===== src/hw/rtl/wide_antialiased_line_raster_top_assert.svh =====
// assertion macros for the antialiased line rasteriser
`ifndef WIDE_ANTIALIASED_LINE_RASTER_TOP_ASSERT_SVH
`define WIDE_ANTIALIASED_LINE_RASTER_TOP_ASSERT_SVH

// same-cycle implication
`define WALR_ASSERT_IMP(lbl, ante, cons) \
    lbl: assert property (@(posedge clk) disable iff (!rst_n) (ante) |-> (cons)) \
        else $error("walr: same-cycle check failed");

// next-cycle implication
`define WALR_ASSERT_NXT(lbl, ante, cons) \
    lbl: assert property (@(posedge clk) disable iff (!rst_n) (ante) |=> (cons)) \
        else $error("walr: next-cycle check failed");

`endif


===== src/hw/rtl/walr_pkg.sv =====
// types, constants and helper functions for the antialiased line rasteriser
package walr_pkg;

    localparam int COORD_BITS = 10;
    localparam int FRAC_BITS  = 16;
    localparam int ACC_BITS   = COORD_BITS + FRAC_BITS;
    localparam int WIDTH_BITS = 6;
    localparam int PIX_BITS   = 11;
    localparam int COV_BITS   = 8;
    localparam int QUO_BITS   = FRAC_BITS + 1;
    localparam int SLOPE_BITS = FRAC_BITS + 2;
    localparam int DIV_STEPS  = ACC_BITS;
    localparam int DIV_CNT_BITS = $clog2(DIV_STEPS);

    localparam logic CMD_LOAD = 1'b0;
    localparam logic CMD_STEP = 1'b1;

    localparam logic [FRAC_BITS:0] FRAC_ONE = {1'b1, {FRAC_BITS{1'b0}}};
    localparam logic [COV_BITS-1:0] COV_FULL = {COV_BITS{1'b1}};
    localparam logic [WIDTH_BITS-1:0] WIDTH_MIN = WIDTH_BITS'(1);

    typedef enum logic [1:0] {
        ST_IDLE,
        ST_DIV,
        ST_EMIT
    } state_t;

    typedef struct packed {
        logic                  start;
        logic [COORD_BITS-1:0] mag;
        logic [COORD_BITS-1:0] dx;
    } div_req_t;

    typedef struct packed {
        logic                busy;
        logic                done;
        logic [QUO_BITS-1:0] quotient;
    } div_rsp_t;

    // floor(g * 255 / 2^FRAC_BITS) for g in 0 .. 2^FRAC_BITS
    function automatic logic [COV_BITS-1:0] coverage_of(input logic [FRAC_BITS:0] g);
        logic [FRAC_BITS+COV_BITS:0] p;
        p = {g, {COV_BITS{1'b0}}} - {{COV_BITS{1'b0}}, g};
        return p[FRAC_BITS +: COV_BITS];
    endfunction

endpackage


===== src/hw/rtl/walr_cmd_if.sv =====
// command channel: load or step items
interface walr_cmd_if;
    logic                             valid;
    logic                             ready;
    logic                             command;
    logic [walr_pkg::COORD_BITS-1:0]  start_x;
    logic [walr_pkg::COORD_BITS-1:0]  start_y;
    logic [walr_pkg::COORD_BITS-1:0]  end_x;
    logic [walr_pkg::COORD_BITS-1:0]  end_y;
    logic [walr_pkg::WIDTH_BITS-1:0]  line_width;

    modport source (
        output valid, command, start_x, start_y, end_x, end_y, line_width,
        input  ready
    );

    modport sink (
        input  valid, command, start_x, start_y, end_x, end_y, line_width,
        output ready
    );
endinterface


===== src/hw/rtl/walr_pix_if.sv =====
// pixel channel: one rasterised pixel per transfer
interface walr_pix_if;
    logic                           valid;
    logic                           ready;
    logic [walr_pkg::PIX_BITS-1:0]  pixel_x;
    logic [walr_pkg::PIX_BITS-1:0]  pixel_y;
    logic [walr_pkg::COV_BITS-1:0]  coverage;
    logic                           interior;
    logic                           column_last;
    logic                           line_done;

    modport source (
        output valid, pixel_x, pixel_y, coverage, interior, column_last, line_done,
        input  ready
    );

    modport sink (
        input  valid, pixel_x, pixel_y, coverage, interior, column_last, line_done,
        output ready
    );
endinterface


===== src/hw/rtl/walr_div.sv =====
// radix-2 restoring divider for the fixed-point slope
module walr_div (
    input  logic               clk,
    input  logic               rst_n,
    input  walr_pkg::div_req_t req,
    output walr_pkg::div_rsp_t rsp
);

    logic                                busy_reg, busy_next;
    logic                                done_reg, done_next;
    logic [walr_pkg::DIV_CNT_BITS-1:0]   cnt_reg, cnt_next;
    logic [walr_pkg::COORD_BITS-1:0]     rem_reg, rem_next;
    logic [walr_pkg::ACC_BITS-1:0]       quo_reg, quo_next;
    logic [walr_pkg::COORD_BITS-1:0]     dvsr_reg, dvsr_next;
    logic [walr_pkg::COORD_BITS:0]       trial;
    logic [walr_pkg::COORD_BITS:0]       diff;
    logic                                ge;

    always_comb
    begin
        trial = {rem_reg, quo_reg[walr_pkg::ACC_BITS-1]};
        diff  = trial - {1'b0, dvsr_reg};
        ge    = (trial >= {1'b0, dvsr_reg});

        busy_next = busy_reg;
        done_next = 1'b0;
        cnt_next  = cnt_reg;
        rem_next  = rem_reg;
        quo_next  = quo_reg;
        dvsr_next = dvsr_reg;

        if (req.start)
        begin
            busy_next = 1'b1;
            cnt_next  = walr_pkg::DIV_CNT_BITS'(walr_pkg::DIV_STEPS - 1);
            rem_next  = '0;
            quo_next  = {req.mag, {walr_pkg::FRAC_BITS{1'b0}}};
            dvsr_next = req.dx;
        end
        else if (busy_reg)
        begin
            rem_next = ge ? diff[walr_pkg::COORD_BITS-1:0] : trial[walr_pkg::COORD_BITS-1:0];
            quo_next = {quo_reg[walr_pkg::ACC_BITS-2:0], ge};
            cnt_next = cnt_reg - walr_pkg::DIV_CNT_BITS'(1);
            if (cnt_reg == '0)
            begin
                busy_next = 1'b0;
                done_next = 1'b1;
            end
        end
    end

    always_ff @(posedge clk or negedge rst_n)
    begin
        if (!rst_n)
        begin
            busy_reg <= 1'b0;
            done_reg <= 1'b0;
            cnt_reg  <= '0;
        end
        else
        begin
            busy_reg <= busy_next;
            done_reg <= done_next;
            cnt_reg  <= cnt_next;
        end
    end

    always_ff @(posedge clk)
    begin
        rem_reg  <= rem_next;
        quo_reg  <= quo_next;
        dvsr_reg <= dvsr_next;
    end

    assign rsp.busy     = busy_reg;
    assign rsp.done     = done_reg;
    assign rsp.quotient = quo_reg[walr_pkg::QUO_BITS-1:0];

endmodule


===== src/hw/rtl/wide_antialiased_line_raster_top.sv =====
// top level: line setup, column sequencer and pixel output register
// load: one transfer, then the divider at a quotient bit per cycle and a state to take the slope,
// before the next transfer is taken; a single point skips the divide and stays ready;
// step: width+1 pixels, one per cycle while the pixel receiver is ready, through
// one output register; the next transfer is taken with the last pixel of a column
// reset: no line loaded, width 1, output empty; steps while no line is loaded give nothing
`include "wide_antialiased_line_raster_top_assert.svh"

module wide_antialiased_line_raster_top (
    input  logic        clk,
    input  logic        rst_n,
    walr_cmd_if.sink    cmd,
    walr_pix_if.source  pixel
);

    localparam int CB = walr_pkg::COORD_BITS;
    localparam int FB = walr_pkg::FRAC_BITS;
    localparam int AB = walr_pkg::ACC_BITS;
    localparam int WB = walr_pkg::WIDTH_BITS;
    localparam int PB = walr_pkg::PIX_BITS;
    localparam int CVB = walr_pkg::COV_BITS;
    localparam int SB = walr_pkg::SLOPE_BITS;

    walr_pkg::state_t   state_reg, state_next;
    logic               active_reg, active_next;
    logic               steep_reg, steep_next;
    logic               neg_reg, neg_next;
    logic [CB-1:0]      major_pos_reg, major_pos_next;
    logic [CB-1:0]      major_end_reg, major_end_next;
    logic [AB-1:0]      accum_reg, accum_next;
    logic [SB-1:0]      slope_reg, slope_next;
    logic [WB-1:0]      width_reg, width_next;
    logic [WB-1:0]      idx_reg, idx_next;

    logic               out_valid_reg, out_valid_next;
    logic [PB-1:0]      pix_x_reg, pix_x_next;
    logic [PB-1:0]      pix_y_reg, pix_y_next;
    logic [CVB-1:0]     cov_reg, cov_next;
    logic               interior_reg, interior_next;
    logic               clast_reg, clast_next;
    logic               ldone_reg, ldone_next;

    walr_pkg::div_req_t div_req;
    walr_pkg::div_rsp_t div_rsp;

    // line setup
    logic [CB-1:0]      adx, ady;
    logic               steep_in;
    logic [CB-1:0]      p0_maj, p0_min, p1_maj, p1_min;
    logic [CB-1:0]      maj_lo, maj_hi, min_lo, min_hi;
    logic [CB-1:0]      dx, mag;
    logic               neg_in;

    // column emission
    logic [CB-1:0]      ip;
    logic [FB-1:0]      frac;
    logic [PB-1:0]      minor_pix;
    logic [PB-1:0]      major_pix;
    logic               is_first, is_last, col_done;
    logic               emit_go, last_emit, in_fire, active_now;
    logic [SB-1:0]      q_signed;

    walr_div u_div (
        .clk   (clk),
        .rst_n (rst_n),
        .req   (div_req),
        .rsp   (div_rsp)
    );

    always_comb
    begin
        adx = (cmd.start_x >= cmd.end_x) ? cmd.start_x - cmd.end_x : cmd.end_x - cmd.start_x;
        ady = (cmd.start_y >= cmd.end_y) ? cmd.start_y - cmd.end_y : cmd.end_y - cmd.start_y;
        steep_in = (ady > adx);
        p0_maj = steep_in ? cmd.start_y : cmd.start_x;
        p0_min = steep_in ? cmd.start_x : cmd.start_y;
        p1_maj = steep_in ? cmd.end_y   : cmd.end_x;
        p1_min = steep_in ? cmd.end_x   : cmd.end_y;
        if (p0_maj > p1_maj)
        begin
            maj_lo = p1_maj;
            min_lo = p1_min;
            maj_hi = p0_maj;
            min_hi = p0_min;
        end
        else
        begin
            maj_lo = p0_maj;
            min_lo = p0_min;
            maj_hi = p1_maj;
            min_hi = p1_min;
        end
        dx     = maj_hi - maj_lo;
        neg_in = (min_hi < min_lo);
        mag    = neg_in ? min_lo - min_hi : min_hi - min_lo;
    end

    always_comb
    begin
        ip        = accum_reg[AB-1:FB];
        frac      = accum_reg[FB-1:0];
        minor_pix = {1'b0, ip} + PB'(idx_reg);
        major_pix = {1'b0, major_pos_reg};
        is_first  = (idx_reg == '0);
        is_last   = (idx_reg == width_reg);
        col_done  = (major_pos_reg == major_end_reg);
        emit_go   = (state_reg == walr_pkg::ST_EMIT) && (!out_valid_reg || pixel.ready);
        last_emit = emit_go && is_last;
        cmd.ready = (state_reg == walr_pkg::ST_IDLE) || last_emit;
        in_fire   = cmd.valid && cmd.ready;
        active_now = last_emit ? !col_done : active_reg;
        q_signed  = neg_reg ? SB'(0) - {1'b0, div_rsp.quotient} : {1'b0, div_rsp.quotient};

        div_req.start = in_fire && (cmd.command == walr_pkg::CMD_LOAD) && (dx != '0);
        div_req.mag   = mag;
        div_req.dx    = dx;
    end

    always_comb
    begin
        state_next     = state_reg;
        active_next    = active_reg;
        steep_next     = steep_reg;
        neg_next       = neg_reg;
        major_pos_next = major_pos_reg;
        major_end_next = major_end_reg;
        accum_next     = accum_reg;
        slope_next     = slope_reg;
        width_next     = width_reg;
        idx_next       = idx_reg;

        out_valid_next = (out_valid_reg && !pixel.ready) || emit_go;
        pix_x_next     = pix_x_reg;
        pix_y_next     = pix_y_reg;
        cov_next       = cov_reg;
        interior_next  = interior_reg;
        clast_next     = clast_reg;
        ldone_next     = ldone_reg;

        unique case (state_reg)
            walr_pkg::ST_IDLE:
            begin
            end
            walr_pkg::ST_DIV:
            begin
                if (div_rsp.done)
                begin
                    slope_next = q_signed;
                    state_next = walr_pkg::ST_IDLE;
                end
            end
            walr_pkg::ST_EMIT:
            begin
                if (emit_go)
                begin
                    pix_x_next    = steep_reg ? minor_pix : major_pix;
                    pix_y_next    = steep_reg ? major_pix : minor_pix;
                    interior_next = !is_first && !is_last;
                    clast_next    = is_last;
                    ldone_next    = is_last && col_done;
                    if (is_first)
                        cov_next = walr_pkg::coverage_of(walr_pkg::FRAC_ONE - {1'b0, frac});
                    else if (is_last)
                        cov_next = walr_pkg::coverage_of({1'b0, frac});
                    else
                        cov_next = walr_pkg::COV_FULL;

                    if (is_last)
                    begin
                        idx_next   = '0;
                        state_next = walr_pkg::ST_IDLE;
                        if (col_done)
                            active_next = 1'b0;
                        else
                        begin
                            major_pos_next = major_pos_reg + CB'(1);
                            accum_next = accum_reg + {{(AB-SB){slope_reg[SB-1]}}, slope_reg};
                        end
                    end
                    else
                        idx_next = idx_reg + WB'(1);
                end
            end
            default:
            begin
                state_next = walr_pkg::ST_IDLE;
            end
        endcase

        // a new transfer takes over from the column just finished
        if (in_fire)
        begin
            if (cmd.command == walr_pkg::CMD_LOAD)
            begin
                active_next    = 1'b1;
                steep_next     = steep_in;
                neg_next       = neg_in;
                major_pos_next = maj_lo;
                major_end_next = maj_hi;
                accum_next     = {min_lo, {FB{1'b0}}};
                width_next     = (cmd.line_width == '0) ? walr_pkg::WIDTH_MIN : cmd.line_width;
                if (dx == '0)
                begin
                    slope_next = SB'(walr_pkg::FRAC_ONE);
                    state_next = walr_pkg::ST_IDLE;
                end
                else
                    state_next = walr_pkg::ST_DIV;
            end
            else
                state_next = active_now ? walr_pkg::ST_EMIT : walr_pkg::ST_IDLE;
        end
    end

    always_ff @(posedge clk or negedge rst_n)
    begin
        if (!rst_n)
        begin
            state_reg     <= walr_pkg::ST_IDLE;
            active_reg    <= 1'b0;
            steep_reg     <= 1'b0;
            neg_reg       <= 1'b0;
            major_pos_reg <= '0;
            major_end_reg <= '0;
            accum_reg     <= '0;
            slope_reg     <= '0;
            width_reg     <= walr_pkg::WIDTH_MIN;
            idx_reg       <= '0;
            out_valid_reg <= 1'b0;
        end
        else
        begin
            state_reg     <= state_next;
            active_reg    <= active_next;
            steep_reg     <= steep_next;
            neg_reg       <= neg_next;
            major_pos_reg <= major_pos_next;
            major_end_reg <= major_end_next;
            accum_reg     <= accum_next;
            slope_reg     <= slope_next;
            width_reg     <= width_next;
            idx_reg       <= idx_next;
            out_valid_reg <= out_valid_next;
        end
    end

    always_ff @(posedge clk)
    begin
        pix_x_reg    <= pix_x_next;
        pix_y_reg    <= pix_y_next;
        cov_reg      <= cov_next;
        interior_reg <= interior_next;
        clast_reg    <= clast_next;
        ldone_reg    <= ldone_next;
    end

    assign pixel.valid       = out_valid_reg;
    assign pixel.pixel_x     = pix_x_reg;
    assign pixel.pixel_y     = pix_y_reg;
    assign pixel.coverage    = cov_reg;
    assign pixel.interior    = interior_reg;
    assign pixel.column_last = clast_reg;
    assign pixel.line_done   = ldone_reg;

    `WALR_ASSERT_IMP(a_ready_state, cmd.ready, (state_reg == walr_pkg::ST_IDLE) || (state_reg == walr_pkg::ST_EMIT))
    `WALR_ASSERT_NXT(a_load_divides, div_req.start, (state_reg == walr_pkg::ST_DIV) && div_rsp.busy)
    `WALR_ASSERT_IMP(a_div_running, state_reg == walr_pkg::ST_DIV, div_rsp.busy || div_rsp.done)
    `WALR_ASSERT_IMP(a_interior_full, pixel.valid && pixel.interior, pixel.coverage == walr_pkg::COV_FULL)
    `WALR_ASSERT_IMP(a_emit_active, state_reg == walr_pkg::ST_EMIT, active_reg)

endmodule


===== src/flat_wrapper.sv =====
// flat-port wrapper written by rule: the top's interface ports become plain ports
module wide_antialiased_line_raster_top_flat 
  (clk, rst_n, cmd_valid, cmd_command, cmd_start_x, cmd_start_y, cmd_end_x, cmd_end_y, cmd_line_width, cmd_ready, pixel_valid, pixel_pixel_x, pixel_pixel_y, pixel_coverage, pixel_interior, pixel_column_last, pixel_line_done, pixel_ready);
  walr_cmd_if cmd_i ();
  walr_pix_if pixel_i ();
  input  logic clk;
  input  logic rst_n;
  input wire logic [$bits(cmd_i.valid)-1:0] cmd_valid;
  input wire logic [$bits(cmd_i.command)-1:0] cmd_command;
  input wire logic [$bits(cmd_i.start_x)-1:0] cmd_start_x;
  input wire logic [$bits(cmd_i.start_y)-1:0] cmd_start_y;
  input wire logic [$bits(cmd_i.end_x)-1:0] cmd_end_x;
  input wire logic [$bits(cmd_i.end_y)-1:0] cmd_end_y;
  input wire logic [$bits(cmd_i.line_width)-1:0] cmd_line_width;
  output wire logic [$bits(cmd_i.ready)-1:0] cmd_ready;
  output wire logic [$bits(pixel_i.valid)-1:0] pixel_valid;
  output wire logic [$bits(pixel_i.pixel_x)-1:0] pixel_pixel_x;
  output wire logic [$bits(pixel_i.pixel_y)-1:0] pixel_pixel_y;
  output wire logic [$bits(pixel_i.coverage)-1:0] pixel_coverage;
  output wire logic [$bits(pixel_i.interior)-1:0] pixel_interior;
  output wire logic [$bits(pixel_i.column_last)-1:0] pixel_column_last;
  output wire logic [$bits(pixel_i.line_done)-1:0] pixel_line_done;
  input wire logic [$bits(pixel_i.ready)-1:0] pixel_ready;
  assign cmd_i.valid = cmd_valid;
  assign cmd_i.command = cmd_command;
  assign cmd_i.start_x = cmd_start_x;
  assign cmd_i.start_y = cmd_start_y;
  assign cmd_i.end_x = cmd_end_x;
  assign cmd_i.end_y = cmd_end_y;
  assign cmd_i.line_width = cmd_line_width;
  assign cmd_ready = cmd_i.ready;
  assign pixel_valid = pixel_i.valid;
  assign pixel_pixel_x = pixel_i.pixel_x;
  assign pixel_pixel_y = pixel_i.pixel_y;
  assign pixel_coverage = pixel_i.coverage;
  assign pixel_interior = pixel_i.interior;
  assign pixel_column_last = pixel_i.column_last;
  assign pixel_line_done = pixel_i.line_done;
  assign pixel_i.ready = pixel_ready;
  wide_antialiased_line_raster_top u_core (.clk(clk), .rst_n(rst_n), .cmd(cmd_i), .pixel(pixel_i));
endmodule

===== config.mk =====
export PLATFORM = sky130hd
export DESIGN_NAME = wide_antialiased_line_raster_top_flat
export DESIGN_NICKNAME = d
export VERILOG_FILES = /design/src/hw/rtl/walr_pkg.sv /design/src/hw/rtl/walr_cmd_if.sv /design/src/hw/rtl/walr_pix_if.sv /design/src/hw/rtl/walr_div.sv /design/src/hw/rtl/wide_antialiased_line_raster_top.sv /design/src/flat_wrapper.sv
export VERILOG_INCLUDE_DIRS = /design/src /design/src/hw/rtl
export SDC_FILE = /design/constraint.sdc
export NUM_CORES = 1
export LEC_CHECK = 0
export ABC_AREA = 1
export ABC_CLOCK_PERIOD_IN_PS = 3190
export BUFFER_PORTS_ARGS = -buffer_cell sky130_fd_sc_hd__buf_2
export CORE_UTILIZATION = 51
export DETAILED_ROUTE_END_ITERATION = 8
export MAX_ROUTING_LAYER = met4
export PLACE_DENSITY = 0.7
export SETUP_SLACK_MARGIN = 0.5
export SKIP_LAST_GASP = 1
export SYNTH_ARGS = -nofsm -noshare
export SYNTH_HDL_FRONTEND = slang
export SYNTH_SLANG_ARGS = --single-unit

===== constraint.sdc =====
create_clock -name clk -period 3.19 [get_ports clk]
set_input_delay 0.4785 -clock clk [delete_from_list [all_inputs] [get_ports clk]]
set_output_delay 0.4785 -clock clk [all_outputs]
set_load 0.05 [all_outputs]

==> results.toml <==
[logic_synthesis]
yosys_warnings = 0
ys_async_sr_fraction = 0.530
avgSynthCellArea_sq_um = 6.99
synth-seq-cells = 168
syn_nets = 2345
synth_top_area_cell = "dfrtp_1"
ys_seq_area_frac = 0.289
synth-edff-count = 53
synth_cells = 2144
synth_area_sq_um = 15000
synth_cell_types = 60
synth_top_area_share = 0.147
synth_area_leaders = "dfrtp_1 (15%), nand2_1 (13%), ha_1 (12%), edfxtp_1 (11%), inv_1 (8.3%)"
ys.flop_type = "dfrtp_1"

[sta]
setup_ws_ps = -3770
min_period_ps = 6960
worst_pin_slew_ps = 1010
fin_setup_tns_ps = -369390
finalSetupViolCount = 132
maxSlewViolCount = 0
clock.fmax_mhz = 144
grt_setup_unrepaired = "true"
slew_headroom = 0.326
period_share = 2.18
fin_skew_ps = 10.2
hold_viol = 0

[clocking]
cts_sinks = 168
cts.path.max_buffers = 2
cts_hold_buffers = 0
clockRootBuffer = "clkbuf_16"
insertion_delay_ps = 450
cts_buffers = 17
h-tree-depth = 4
cts_tree = "built"
cts.clk_slew.worst_paths_ps = 70

[critical_path]
crit_type = "input port to register"
path_buf_inv = 12
cp-endpoint = "u_core.u_div.quo_reg[24]$_DFFE_PP_"
r2r_start = "u_core.accum_reg[0]$_DFF_PN0_"
crit_top_cell = "nand2_1"
crit_path_end_kind = "register"
cp.arrival_ps = 7170
regToRegSetupSlack_ps = -420
crit_path_top_delay_cell = "ha_1"
r2r_end = "u_core.pixel.coverage[7]$_DFFE_PP_"
path_depth = 51
crit_required_ps = 3400
cp-start-kind = "input port"
critPathTopFamily = "compound AO/OA/AOI/OAI gates"
crit_fanout = 17
reg2reg_depth = 22
setup.worst_path.start = "cmd_end_x[3]"
slowest_delay_ps = 330

[placed_design]
io_buffers = 85
gp_congestion = 0.987
dpl.hpwl_microns = 34400

[final_layout]
mostFrequentLayoutCells = "nand2_1 (477), buf_4 (412), inv_1 (307)"
area_growth_pct = 44.6
fill_cells = 2096
multi_input_area_sq_um = 10500
mostFrequentLayoutCell = "nand2_1"
nets = 2858
seqCellArea_sq_um = 4340
drive_above_1_share = 0.336

[floorplan]
core-area_sq_um = 28800
die_w_microns = 173
io_pins = 86
die_area_sq_um = 30100
start_util = 0.521
fp.dieH_microns = 173
std_cell_rows = 62

[hold_path]
hold_class = "input port to async pin"

[global_route]
grt.total_usage = 0.302
grt_max_degree = 48
antenna_found_initial = 1
overflow = 0
grt_first_pass_wirelength_microns = 71600
grt_pass1_vias = 15145

[run]
drv_cap = 0

[status]
status = "finished, violations left"
violations = "negative setup slack"

[routing]
dr.first_iter.drc_count = 1027
viasPerCell = 5.26
first_pass_iters = 8
wirelength_microns = 46000
ant_nets = 0
drc = 0
vias = 16079
routedWlPerCell_microns = 15.1
## per-stage QoR
| stage | setup slack (ps) | util | instances | instance area [sq um] | hold slack [ps] |
|---|---|---|---|---|---|
| 2_1_floorplan | -4400 | - | 2144 | 15500 | 183 |
| 3_3_place_gp | -4360 | 0.659 | 2940 | 19000 | 455 |
| 3_5_place_dp | -4540 | 0.659 | 2940 | 19000 | 462 |
| 5_1_grt | -4140 | 0.753 | 3055 | 21700 | 66.1 |
| 6_report | -3770 | 0.753 | 3055 | 21700 | 26.7 |
| 4_1_cts | -3530 | 0.704 | 3010 | 20200 | 39.1 |
## timing repair
item / in CTS / in global routing
pin swaps: 40 / 75
gates cloned: 3 / 5
setup endpoints to repair: 155 / 159
buffers inserted: 35 / 39
resized for setup: 85 / 270
## final cells by class
cell class	count	area share
clock inverters	10	0.00762
well taps	384	0.0222
repair buffers	554	0.202
repair inverters	1	0.000404
diodes	1	0.000115
multi-input cells	1579	0.486
flip-flops and latches	168	0.200
inverters	336	0.0601
clock buffers	22	0.0214
## cells by family after synthesis
group	count (synthesis)	share of synthesized area
XOR/XNOR	92	0.0537
flip-flops	168	0.289
multiplexers	9	0.00617
AND/OR/NAND/NOR	852	0.244
AO/OA/AOI/OAI	474	0.172
buffers and inverters	399	0.104
adder cells (fa/ha/maj)	150	0.130
## synthesized netlist by cell type, types with 9 or more instances
master	number
nor2_2	22
inv_1	330
xnor2_1	34
dfrtp_1	88
nor2_4	11
o31ai_1	16
o21bai_1	10
a21oi_1	151
nand2_1	536
ha_1	141
nor3_1	25
nand4_1	14
nor2_1	124
edfxtp_1	53
clkbuf_1	44
dfxtp_1	26
xor2_1	58
fa_1	9
nand3_1	93
o21ai_0	236
## how the worst min path moves through the flow
stage,from,endpoint,slack (ps),depth (start not counted)
2_1_floorplan,rst_n,u_core.accum_reg[0]$_DFF_PN0_,180,0
4_1_cts,rst_n,u_core.major_pos_reg[7]$_DFF_PN0_,40,1
3_3_place_gp,u_core.active_reg$_DFF_PN0_,u_core.active_reg$_DFF_PN0_,450,2
5_1_grt,rst_n,u_core.major_pos_reg[7]$_DFF_PN0_,70,1
6_report,rst_n,u_core.major_pos_reg[7]$_DFF_PN0_,30,1
3_5_place_dp,u_core.active_reg$_DFF_PN0_,u_core.active_reg$_DFF_PN0_,460,2
## per-layer routing
layer | part of all wire | GRT usage
met5 | 0 | -
met4 | 0.027 | 0.106
met2 | 0.48 | 0.503
met3 | 0.044 | 0.0388
met1 | 0.44 | 0.376
Power is not shown: default switching activity piles up to over one toggle a cycle in this logic, so the estimate is an artifact.
